`src/rtl/wowe_pkg.sv`:
```
package wowe_pkg;

    typedef struct packed {
        logic       kind;
        logic [3:0] task_id;
        logic [3:0] object_id;
        logic       wait_all_mode;
        logic [7:0] wake_count;
        logic       wake_all;
    } wowe_in_t;

    typedef struct packed {
        logic [1:0] result_kind;
        logic [3:0] woken_task;
        logic       status;
        logic [7:0] remaining_count;
        logic       last;
    } wowe_out_t;

    localparam logic       KIND_ADD  = 1'b0;
    localparam logic       KIND_WAKE = 1'b1;
    localparam logic [1:0] RK_ADD_DONE  = 2'd0;
    localparam logic [1:0] RK_WOKEN     = 2'd1;
    localparam logic [1:0] RK_WAKE_DONE = 2'd2;

    // datapath operation codes
    typedef enum logic [3:0] {
        OP_NONE,
        OP_LOAD,
        OP_FIND_FREE,
        OP_ADD_READ,
        OP_ADD_LINK,
        OP_ADD_FIX,
        OP_WAKE_PICK,
        OP_UNLINK,
        OP_TASK_CHECK,
        OP_EMIT_ADD,
        OP_EMIT_FULL,
        OP_EMIT_WOKEN,
        OP_EMIT_DONE
    } wowe_op_t;

    typedef struct packed {
        wowe_op_t op;
    } wowe_cmd_t;

    typedef struct packed {
        logic find_done;
        logic add_bad;
        logic pool_full;
        logic wake_more;
        logic task_wake;
        logic task_more;
    } wowe_stat_t;

endpackage

```
`src/rtl/wait_object_wake_engine_core.sv`:
```
// Wait-object wake engine. Assert start with a transaction on in_item while
// busy is low; busy then stays high until the final result has been issued.
// Results appear on result for one cycle each, flagged by result_valid, and
// the receiver cannot stall them; the one with last set ends the transaction.
// Node links sit in RAMs with registered reads, so every step that follows a
// link waits for a RAM read. An add finds its node by a linear free search
// from index zero; a refused add on a full pool scans the whole pool. A wake
// removes nodes from the object one at a time; for each woken task it then
// frees that task's further nodes.
module wait_object_wake_engine_core
    import wowe_pkg::*;
#(
    parameter int TASK_COUNT   = 16,
    parameter int OBJECT_COUNT = 16,
    parameter int NODE_COUNT   = 64
)
(
    input  logic      clk,
    input  logic      rst_n,
    input  logic      start,
    output logic      busy,
    input  wowe_in_t  in_item,
    output wowe_out_t result,
    output logic      result_valid
);
    wowe_cmd_t  cmd;
    wowe_stat_t stat;
    logic       kind_reg;

    // hold the transaction kind for dispatch
    always_ff @(posedge clk or negedge rst_n)
    begin
        if (!rst_n)
            kind_reg <= KIND_ADD;
        else if (start && !busy)
            kind_reg <= in_item.kind;
    end

    wowe_ctrl u_ctrl (
        .clk   (clk),
        .rst_n (rst_n),
        .start (start),
        .kind  (kind_reg),
        .stat  (stat),
        .cmd   (cmd),
        .busy  (busy)
    );

    wowe_dpath #(
        .TASK_COUNT   (TASK_COUNT),
        .OBJECT_COUNT (OBJECT_COUNT),
        .NODE_COUNT   (NODE_COUNT)
    ) u_dpath (
        .clk          (clk),
        .rst_n        (rst_n),
        .in_item      (in_item),
        .cmd          (cmd),
        .stat         (stat),
        .result       (result),
        .result_valid (result_valid)
    );

    a_last_drops_busy: assert property (@(posedge clk) disable iff (!rst_n)
        (result_valid && result.last) |-> !busy) else $error("busy after last");
    a_no_result_idle: assert property (@(posedge clk) disable iff (!rst_n)
        (!busy && !$past(busy)) |-> !result_valid) else $error("stray result");
    a_kind_range: assert property (@(posedge clk) disable iff (!rst_n)
        result_valid |-> (result.result_kind != 2'd3)) else $error("bad result kind");
endmodule

```
`src/rtl/wowe_dpath.sv`:
```
module wowe_ram #(
    parameter int WIDTH = 8,
    parameter int DEPTH = 64
)
(
    input  logic                     clk,
    input  logic                     we,
    input  logic [$clog2(DEPTH)-1:0] waddr,
    input  logic [WIDTH-1:0]         wdata,
    input  logic [$clog2(DEPTH)-1:0] raddr,
    output logic [WIDTH-1:0]         rdata
);
    logic [WIDTH-1:0] mem [DEPTH];

    always_ff @(posedge clk)
    begin
        if (we)
            mem[waddr] <= wdata;
        rdata <= mem[raddr];
    end
endmodule

module wowe_dpath
    import wowe_pkg::*;
#(
    parameter int TASK_COUNT   = 16,
    parameter int OBJECT_COUNT = 16,
    parameter int NODE_COUNT   = 64
)
(
    input  logic       clk,
    input  logic       rst_n,
    input  wowe_in_t   in_item,
    input  wowe_cmd_t  cmd,
    output wowe_stat_t stat,
    output wowe_out_t  result,
    output logic       result_valid
);
    localparam int NW  = $clog2(NODE_COUNT);
    localparam int NW1 = NW + 1;
    localparam int TW  = (TASK_COUNT > 1) ? $clog2(TASK_COUNT) : 1;
    localparam int OW  = (OBJECT_COUNT > 1) ? $clog2(OBJECT_COUNT) : 1;

    logic [NODE_COUNT-1:0] nvalid_reg;
    logic [NW-1:0] ohead_reg [OBJECT_COUNT];
    logic [NW:0]   owait_reg [OBJECT_COUNT];
    logic [NW-1:0] thead_reg [TASK_COUNT];
    logic [NW:0]   twait_reg [TASK_COUNT];
    logic [TASK_COUNT-1:0] tall_reg;

    wowe_in_t item_reg;
    logic [NW-1:0] scan_reg, node_reg, otail_reg, ttail_reg;
    logic [8:0] count_reg;
    logic [3:0] task_reg;

    // node store: task, object and ring links live in RAMs with registered reads
    logic [NW-1:0] raddr_o, raddr_t;
    logic [3:0]    ntask_rd, nobj_rd;
    logic [NW-1:0] onext_rd, oprev_rd, tnext_rd, tprev_rd;
    logic          link_we;
    logic          onext_we, oprev_we, tnext_we, tprev_we;
    logic [NW-1:0] onext_wa, oprev_wa, tnext_wa, tprev_wa;
    logic [NW-1:0] onext_wd, oprev_wd, tnext_wd, tprev_wd;
    logic          emit;
    logic          o_had, t_had;

    logic [3:0] t4, o4;
    logic [TW-1:0] ti, wt, ut;
    logic [OW-1:0] oi, uo;
    assign t4 = item_reg.task_id;
    assign o4 = item_reg.object_id;
    assign ti = TW'(t4);
    assign oi = OW'(o4);
    assign wt = TW'(task_reg);
    assign ut = TW'(ntask_rd);
    assign uo = OW'(nobj_rd);

    // at the fix step the counts already include the new node
    assign o_had = owait_reg[oi] != NW1'(1);
    assign t_had = twait_reg[ti] != NW1'(1);
    assign link_we = cmd.op == OP_ADD_LINK;

    always_comb
    begin
        stat.find_done = !nvalid_reg[scan_reg] || (32'(scan_reg) == NODE_COUNT - 1);
        stat.pool_full = nvalid_reg[scan_reg];
        stat.add_bad   = (32'(t4) >= TASK_COUNT) || (32'(o4) >= OBJECT_COUNT);
        stat.wake_more = (32'(o4) < OBJECT_COUNT) && (owait_reg[oi] != '0)
                         && (item_reg.wake_all || count_reg != '0);
        stat.task_wake = (twait_reg[wt] == '0) || !tall_reg[wt];
        stat.task_more = twait_reg[wt] != '0;
    end

    // read ports: object side feeds nobj/onext/oprev, task side the rest
    always_comb
    begin
        raddr_o = node_reg;
        raddr_t = node_reg;
        case (cmd.op)
            OP_WAKE_PICK:
            begin
                raddr_o = ohead_reg[oi];
                raddr_t = ohead_reg[oi];
            end
            OP_TASK_CHECK:
            begin
                raddr_o = thead_reg[wt];
                raddr_t = thead_reg[wt];
            end
            OP_ADD_READ:
            begin
                raddr_o = ohead_reg[oi];
                raddr_t = thead_reg[ti];
            end
            default: ;
        endcase
    end

    always_comb
    begin
        onext_we = 1'b0;
        oprev_we = 1'b0;
        tnext_we = 1'b0;
        tprev_we = 1'b0;
        onext_wa = scan_reg;
        oprev_wa = scan_reg;
        tnext_wa = scan_reg;
        tprev_wa = scan_reg;
        onext_wd = scan_reg;
        oprev_wd = scan_reg;
        tnext_wd = scan_reg;
        tprev_wd = scan_reg;
        case (cmd.op)
            OP_ADD_LINK:
            begin
                // new node: self ring when the list is empty, else head and tail
                onext_we = 1'b1;
                oprev_we = 1'b1;
                tnext_we = 1'b1;
                tprev_we = 1'b1;
                if (owait_reg[oi] != '0)
                begin
                    onext_wd = ohead_reg[oi];
                    oprev_wd = oprev_rd;
                end
                if (twait_reg[ti] != '0)
                begin
                    tnext_wd = thead_reg[ti];
                    tprev_wd = tprev_rd;
                end
            end
            OP_ADD_FIX:
            begin
                // splice the new node between old tail and head
                onext_we = o_had;
                oprev_we = o_had;
                tnext_we = t_had;
                tprev_we = t_had;
                onext_wa = otail_reg;
                oprev_wa = ohead_reg[oi];
                tnext_wa = ttail_reg;
                tprev_wa = thead_reg[ti];
            end
            OP_UNLINK:
            begin
                onext_we = 1'b1;
                oprev_we = 1'b1;
                tnext_we = 1'b1;
                tprev_we = 1'b1;
                oprev_wa = onext_rd;
                oprev_wd = oprev_rd;
                onext_wa = oprev_rd;
                onext_wd = onext_rd;
                tprev_wa = tnext_rd;
                tprev_wd = tprev_rd;
                tnext_wa = tprev_rd;
                tnext_wd = tnext_rd;
            end
            default: ;
        endcase
    end

    always_comb
    begin
        unique case (cmd.op) inside
            OP_EMIT_ADD, OP_EMIT_FULL, OP_ADD_FIX, OP_EMIT_WOKEN, OP_EMIT_DONE:
                emit = 1'b1;
            default:
                emit = 1'b0;
        endcase
    end

    wowe_ram #(.WIDTH(4), .DEPTH(NODE_COUNT)) u_ntask (
        .clk (clk), .we (link_we), .waddr (scan_reg), .wdata (t4),
        .raddr (raddr_t), .rdata (ntask_rd)
    );
    wowe_ram #(.WIDTH(4), .DEPTH(NODE_COUNT)) u_nobj (
        .clk (clk), .we (link_we), .waddr (scan_reg), .wdata (o4),
        .raddr (raddr_o), .rdata (nobj_rd)
    );
    wowe_ram #(.WIDTH(NW), .DEPTH(NODE_COUNT)) u_onext (
        .clk (clk), .we (onext_we), .waddr (onext_wa), .wdata (onext_wd),
        .raddr (raddr_o), .rdata (onext_rd)
    );
    wowe_ram #(.WIDTH(NW), .DEPTH(NODE_COUNT)) u_oprev (
        .clk (clk), .we (oprev_we), .waddr (oprev_wa), .wdata (oprev_wd),
        .raddr (raddr_o), .rdata (oprev_rd)
    );
    wowe_ram #(.WIDTH(NW), .DEPTH(NODE_COUNT)) u_tnext (
        .clk (clk), .we (tnext_we), .waddr (tnext_wa), .wdata (tnext_wd),
        .raddr (raddr_t), .rdata (tnext_rd)
    );
    wowe_ram #(.WIDTH(NW), .DEPTH(NODE_COUNT)) u_tprev (
        .clk (clk), .we (tprev_we), .waddr (tprev_wa), .wdata (tprev_wd),
        .raddr (raddr_t), .rdata (tprev_rd)
    );

    always_ff @(posedge clk or negedge rst_n)
    begin
        if (!rst_n)
        begin
            nvalid_reg <= '0;
            tall_reg   <= '0;
            for (int i = 0; i < OBJECT_COUNT; i++)
            begin
                owait_reg[i] <= '0;
                ohead_reg[i] <= '0;
            end
            for (int i = 0; i < TASK_COUNT; i++)
            begin
                twait_reg[i] <= '0;
                thead_reg[i] <= '0;
            end
            result_valid <= 1'b0;
        end
        else
        begin
            result_valid <= emit;
            unique case (cmd.op)
                OP_LOAD:
                begin
                    item_reg  <= in_item;
                    scan_reg  <= '0;
                    count_reg <= {1'b0, in_item.wake_count};
                end
                OP_FIND_FREE:
                    if (nvalid_reg[scan_reg] && 32'(scan_reg) != NODE_COUNT - 1)
                        scan_reg <= scan_reg + 1'b1;
                OP_ADD_LINK:
                begin
                    nvalid_reg[scan_reg] <= 1'b1;
                    otail_reg <= oprev_rd;
                    ttail_reg <= tprev_rd;
                    if (owait_reg[oi] == '0)
                        ohead_reg[oi] <= scan_reg;
                    owait_reg[oi] <= owait_reg[oi] + 1'b1;
                    if (twait_reg[ti] == '0)
                        thead_reg[ti] <= scan_reg;
                    twait_reg[ti] <= twait_reg[ti] + 1'b1;
                    tall_reg[ti] <= item_reg.wait_all_mode;
                end
                OP_ADD_FIX:
                    result <= '{RK_ADD_DONE, 4'd0, 1'b0, 8'd0, 1'b1};
                OP_WAKE_PICK:
                begin
                    node_reg <= ohead_reg[oi];
                    if (!item_reg.wake_all)
                        count_reg <= count_reg - 1'b1;
                end
                OP_TASK_CHECK:
                    node_reg <= thead_reg[wt];
                OP_UNLINK:
                begin
                    task_reg <= ntask_rd;
                    owait_reg[uo] <= owait_reg[uo] - 1'b1;
                    twait_reg[ut] <= twait_reg[ut] - 1'b1;
                    if (ohead_reg[uo] == node_reg)
                        ohead_reg[uo] <= (onext_rd != node_reg) ? onext_rd : '0;
                    if (thead_reg[ut] == node_reg)
                        thead_reg[ut] <= (tnext_rd != node_reg) ? tnext_rd : '0;
                    nvalid_reg[node_reg] <= 1'b0;
                end
                OP_EMIT_ADD:
                    result <= '{RK_ADD_DONE, 4'd0, 1'b0, 8'd0, 1'b1};
                OP_EMIT_FULL:
                    result <= '{RK_ADD_DONE, 4'd0, 1'b1, 8'd0, 1'b1};
                OP_EMIT_WOKEN:
                    result <= '{RK_WOKEN, task_reg, 1'b0, 8'd0, 1'b0};
                OP_EMIT_DONE:
                    result <= '{RK_WAKE_DONE, 4'd0, 1'b0,
                                item_reg.wake_all ? 8'd0 : count_reg[7:0], 1'b1};
                default: ;
            endcase
        end
    end
endmodule

```
`src/rtl/wowe_ctrl.sv`:
```
module wowe_ctrl
    import wowe_pkg::*;
(
    input  logic       clk,
    input  logic       rst_n,
    input  logic       start,
    input  logic       kind,
    input  wowe_stat_t stat,
    output wowe_cmd_t  cmd,
    output logic       busy
);
    typedef enum logic [8:0] {
        S_IDLE   = 9'b0_0000_0001,
        S_DISP   = 9'b0_0000_0010,
        S_FIND   = 9'b0_0000_0100,
        S_LINK   = 9'b0_0000_1000,
        S_PICK   = 9'b0_0001_0000,
        S_UNL1   = 9'b0_0010_0000,
        S_CHECK  = 9'b0_0100_0000,
        S_DRAIN  = 9'b0_1000_0000,
        S_FIX    = 9'b1_0000_0000
    } state_t;

    state_t state_reg, state_next;
    logic drain_reg, drain_next;

    assign busy = state_reg != S_IDLE;

    always_comb
    begin
        state_next = state_reg;
        drain_next = drain_reg;
        cmd.op = OP_NONE;
        unique case (state_reg)
            S_IDLE:
                if (start)
                begin
                    cmd.op = OP_LOAD;
                    state_next = S_DISP;
                end
            S_DISP:
                if (kind == KIND_ADD)
                begin
                    if (stat.add_bad)
                    begin
                        cmd.op = OP_EMIT_ADD;
                        state_next = S_IDLE;
                    end
                    else
                        state_next = S_FIND;
                end
                else
                    state_next = S_PICK;
            S_FIND:
                if (stat.find_done)
                begin
                    if (stat.pool_full)
                    begin
                        cmd.op = OP_EMIT_FULL;
                        state_next = S_IDLE;
                    end
                    else
                    begin
                        cmd.op = OP_ADD_READ;
                        state_next = S_LINK;
                    end
                end
                else
                    cmd.op = OP_FIND_FREE;
            S_LINK:
            begin
                cmd.op = OP_ADD_LINK;
                state_next = S_FIX;
            end
            S_FIX:
            begin
                cmd.op = OP_ADD_FIX;
                state_next = S_IDLE;
            end
            S_PICK:
                if (stat.wake_more)
                begin
                    cmd.op = OP_WAKE_PICK;
                    state_next = S_UNL1;
                end
                else
                begin
                    cmd.op = OP_EMIT_DONE;
                    state_next = S_IDLE;
                end
            S_UNL1:
            begin
                cmd.op = OP_UNLINK;
                state_next = S_CHECK;
            end
            S_CHECK:
                if (stat.task_wake)
                begin
                    cmd.op = OP_EMIT_WOKEN;
                    state_next = S_DRAIN;
                end
                else
                    state_next = S_PICK;
            S_DRAIN:
                if (drain_reg)
                begin
                    cmd.op = OP_UNLINK;
                    drain_next = 1'b0;
                end
                else if (stat.task_more)
                begin
                    cmd.op = OP_TASK_CHECK;
                    drain_next = 1'b1;
                end
                else
                    state_next = S_PICK;
            default: state_next = S_IDLE;
        endcase
    end

    always_ff @(posedge clk or negedge rst_n)
    begin
        if (!rst_n)
        begin
            state_reg <= S_IDLE;
            drain_reg <= 1'b0;
        end
        else
        begin
            state_reg <= state_next;
            drain_reg <= drain_next;
        end
    end

    a_onehot: assert property (@(posedge clk) disable iff (!rst_n) $onehot(state_reg))
        else $error("state not one-hot");
    a_start_busy: assert property (@(posedge clk) disable iff (!rst_n)
        (start && !busy) |=> busy) else $error("accept did not set busy");
    a_drain_idle: assert property (@(posedge clk) disable iff (!rst_n)
        (state_reg == S_IDLE) |-> !drain_reg) else $error("drain flag stuck");
endmodule
```
`config.mk`:
```
export PLATFORM = sky130hd
export DESIGN_NAME = wait_object_wake_engine_core
export DESIGN_NICKNAME = d
export VERILOG_FILES = /design/src/rtl/wowe_pkg.sv /design/src/rtl/wait_object_wake_engine_core.sv /design/src/rtl/wowe_dpath.sv /design/src/rtl/wowe_ctrl.sv
export SDC_FILE = /design/constraint.sdc
export NUM_CORES = 2
export LEC_CHECK = 0
export BUFFER_PORTS_ARGS = -buffer_cell sky130_fd_sc_hd__buf_4
export CORE_MARGIN = 2
export CORE_UTILIZATION = 65
export CTS_CLUSTER_DIAMETER = 120
export DETAILED_ROUTE_END_ITERATION = 8
export HOLD_SLACK_MARGIN = 0.15
export PLACE_DENSITY = 0.81
export RECOVER_POWER = 50
export SYNTH_ARGS = -nofsm -noshare
export SYNTH_HDL_FRONTEND = slang
export SYNTH_HIERARCHICAL = 1
export SYNTH_SLANG_ARGS = --single-unit
```
`constraint.sdc`:
```
create_clock -name clk -period 19.1 [get_ports clk]
set_input_delay 1.91 -clock clk [delete_from_list [all_inputs] [get_ports clk]]
set_output_delay 1.91 -clock clk [all_outputs]
set_load 0.02 [all_outputs]
```
==> metrics.md <==
| Metric | Value |
|---|---|
| Count of cells resized by post-cts repair | 0 |
| Total instance count after detailed placement | 9079 |
| Number of warnings issued by yosys | 6 |
| Core area | 179000 µm² |
| Highest ir drop seen on vdd | 0.105 mV |
| CP Data Required Time | 19860 ps |
| Ratio of total power to cell area | 109 nW/µm² |
| Overall Global Routing Usage | 0.354 |
| Net total in the final layout | 7037 |
| Slowest cell on crit path | sky130_fd_sc_hd__clkbuf_1 |
| Cell-by-cell trace of the critical path | clkbuf_1 > mux4_2 > inv_1 > ha_1 > a21oi_1 > nor2_1 > a32oi_1 > or3_1 > nand3_1 > nor2b_1 > nand2_1 > clkbuf_1 > nand2_1 > clkbuf_1 > o21ai_0 > inv_1 > nand2_1 > mux2_1 |
| Clk buf depth | 4 |
| Routed wirelength normalized by instance count | 34.1 µm |
| DRC errors left | 0 |
| Fin worst setup slack | 4410 ps |
| Storage element area | 76700 µm² |
| Hold Violations, Final | 0 |
| Proportion of register bits with asynchronous set or reset after synthesis | 0.192 |
| Share of cells above drive strength 1 | 0.196 |
| Period utilization | 0.769 |
| Arr. time, crit path | 15450 ps |
| Area contributors post-synth | sky130_fd_sc_hd__edfxtp_1 (54%), sky130_fd_sc_hd__mux4_2 (14%), sky130_fd_sc_hd__dfrtp_1 (11%) |
| Hold slack | 501 ps |
| Root buffer cell | sky130_fd_sc_hd__clkbuf_16 |
| Total clock buffers created by CTS | 279 |
| Later-pin clock latency in the skew report | 970 ps |
| Avg Vias per Cell | 7.71 |
| Remaining Overflow, GRT | 0 |
| Post-CTS repair timing setup buffer count | 0 |
| Die area | 184000 µm² |
| Headroom to the max-slew limit | -4.20 |
| Kind of critical path | reg2reg |
| Number of pins with negative max-slew slack in the final report | 1686 |
| Worst Skew | 91.5 ps |
| Vertical die dimension | 429 µm |
| Count of flip-flops with a built-in enable after synthesis | 2111 |
| Routed vias | 73700 |
| Pre-CTS WS | 9470 ps |
| Area growth from synthesis to final layout | 8.51% |
| Most frequently used flop master after synthesis | sky130_fd_sc_hd__edfxtp_1 |
| Horizontal die dimension | 429 µm |
| Violation count after the first detailed-routing iteration | 12400 |
| Cell Area, Synth | 117000 µm² |
| Area of the multi-input gates | 37700 µm² |
| Number of antenna violations at the first check in global routing | 12 |
| Setup slack on the worst flop-to-flop path | 4410 ps |
| Max_cap viols | 34 |
| Largest net degree at the start of global routing | 155 |
| RSZ-0062 raised after global routing | no |
| Kind of capture point of the worst setup path | flip-flop |
| Number of synthesized register bits | 2651 |
| Effective utilization at floorplan | 0.656 |
| Number of buffers inserted for hold repair after clock tree synthesis | 0 |
| Min Clock Period, post-route | 14690 ps |
| Post-Route Utilization | 0.711 |
| Final HPWL from detailed placement | 194000 µm |
| Type of the tightest min-delay check | reg2reg |
| Final WL | 326000 µm |
| Buf+Inv Stages, Crit Path | 5 |
| Number of nets in the synthesized netlist | 7113 |
| Synth top cells by count | sky130_fd_sc_hd__edfxtp_1 (2111), sky130_fd_sc_hd__mux4_2 (730), sky130_fd_sc_hd__nor2_1 (568), sky130_fd_sc_hd__dfrtp_1 (507), sky130_fd_sc_hd__o22ai_1 (340) |
| Fraction of the yosys area taken by sequential cells | 0.655 |
| Cell count after synthesis | 7081 |
| Startpoint Class | flip-flop |
| Setup TNS | 0 ps |
| Count leader, synth | sky130_fd_sc_hd__edfxtp_1 |
| H-Tree Depth | 5 |
| Largest fanout on the critical path | 74 |
| Final setup violation count | 0 |
| Violations in the final reports | max-capacitance violations, max-slew violations |
| Number of cells in the finished layout apart from fillers | 9564 |
| Number of top-level design ports | 40 |
| CP peak stage delay | 2860 ps |
| Transition time of the tightest slew-check pin | 7800 ps |
| Area fraction of the dominant cell type after synthesis | 0.541 |
| Number of core rows | 155 |
| Vias in the first global route | 73500 |
| Delay-heaviest family, CP | buffers and inverters |
| Wire length of the first global-routing pass | 483000 µm |
| Count of input and output buffers | 39 |
| Mean instance size in the synthesized netlist | 16.6 µm² |
| Highest clock rate | 68.1 MHz |
| Clock edge transition at the registers on the reported setup and hold paths | 60 ps |
| Final-layout fill cell count | 10400 |
| Dominant cell type by area after synthesis | sky130_fd_sc_hd__edfxtp_1 |
| Leakage dissipation | 43.5 nW |
| Library cells used by synthesis | 98 |
| # clock sinks | 2651 |
| Status | finished with violations |
| Pre-Repair DR Iteration Count | 7 |
| Clock tree from TritonCTS | done |
| Final Wtd Congestion | 0.960 |
| Post-DRT Antenna Nets | 0 |
[power by group]
part	internal (W)	switching (W)	leakage, nW	total [W]
combinational	0.000641	0.00128	12.9	0.00192
sequential	0.00650	0.000106	26.4	0.00660
clock	0.00309	0.00222	4.28	0.00531
total	0.0102	0.00361	43.5	0.0138
[worst paths after layout]
path	start	to	depth (start not counted)
hold / removal	u_dpath/owait_reg[36]	u_dpath/owait_reg[36]	2
setup / recovery	u_dpath/o4[3]	u_dpath/ohead_reg[80]	18
min in group asynchronous	rst_n	u_dpath/twait_reg[8]	1
setup reg to reg	u_dpath/o4[3]	u_dpath/ohead_reg[80]	18
hold reg to reg	u_dpath/owait_reg[36]	u_dpath/owait_reg[36]	2
max in group asynchronous	rst_n	u_dpath/ohead_reg[71]	3
[per-layer routing]
metal / global-route usage / vias up / wire, µm
met3: 0.0866 / 1341 / 41100
met1: 0.467 / 37400 / 111000
met5: 0 / - / 54
li1: - / 28600 / -
met4: 0.181 / 8 / 19900
met2: 0.555 / 6354 / 155000
[worst min-delay path: stages (launching register included)]
cell and delay, ps:
sky130_fd_sc_hd__dfrtp_1 350, sky130_fd_sc_hd__nand2_1 50, sky130_fd_sc_hd__o21ai_0 60
[final cells by class]
cell class                      instances  area share
Clock buffer                          362      0.0600
Sequential cell                      2651       0.603
Timing Repair Buffer                  135     0.00690
Antenna cell                            7    0.000138
Tap cell                             2355      0.0232
Inverter                               42     0.00124
Multi-Input combinational cell       3896       0.297
Clock inverter                        116     0.00869
[through the flow]
stage | area (µm²) | total power, W
2_1_floorplan | 117000 | 0.00796
3_3_place_gp | 119000 | 0.00848
3_5_place_dp | 119000 | 0.00854
4_1_cts | 128000 | 0.0138
5_1_grt | 127000 | 0.0141
6_report | 127000 | 0.0138
[cells in the final DEF (no fill, tap or decap), types with 27 or more instances in the layout]
cell,synthesis,routed
sky130_fd_sc_hd__nand2_1,332,332
sky130_fd_sc_hd__edfxtp_1,2111,2111
sky130_fd_sc_hd__a221o_1,56,44
sky130_fd_sc_hd__a211oi_1,33,33
sky130_fd_sc_hd__nor2_1,568,566
sky130_fd_sc_hd__a22o_1,92,92
sky130_fd_sc_hd__clkinv_2,0,36
sky130_fd_sc_hd__dfxtp_1,32,30
sky130_fd_sc_hd__inv_1,40,40
sky130_fd_sc_hd__mux2_1,121,123
sky130_fd_sc_hd__clkinv_1,1,46
sky130_fd_sc_hd__o22ai_1,340,340
sky130_fd_sc_hd__nand2b_1,58,58
sky130_fd_sc_hd__nand3b_1,27,27
sky130_fd_sc_hd__o221ai_1,105,105
sky130_fd_sc_hd__dfrtp_1,507,507
sky130_fd_sc_hd__a21oi_1,57,57
sky130_fd_sc_hd__a22oi_1,98,98
sky130_fd_sc_hd__o21ai_0,210,244
sky130_fd_sc_hd__clkbuf_1,275,111
sky130_fd_sc_hd__clkbuf_16,0,284
sky130_fd_sc_hd__nor4_1,27,28
sky130_fd_sc_hd__nor2b_1,84,84
sky130_fd_sc_hd__xnor2_1,30,28
sky130_fd_sc_hd__nor3_1,72,71
sky130_fd_sc_hd__mux4_2,730,730
sky130_fd_sc_hd__or3_1,27,27
sky130_fd_sc_hd__mux4_1,51,51
sky130_fd_sc_hd__mux2i_1,93,93
sky130_fd_sc_hd__nand3_1,140,139
sky130_fd_sc_hd__buf_4,21,69
sky130_fd_sc_hd__mux2_2,136,135
[logic make-up (layout without fill, tap and decap cells)]
kind of cell	count (synthesis)	after routing	synth area share
other	1	8	0.0000320
xor gates and xnor gates	54	54	0.00410
and+or+nand+nor	1484	1484	0.0601
DFF	2651	2651	0.655
muxes	1132	1132	0.184
adders and majority gates	10	10	0.00107
AOI/OAI and AO/OA	1215	1215	0.0721
buffers and inverters	534	655	0.0235
Note: power is estimated with default switching activity, not from simulation.
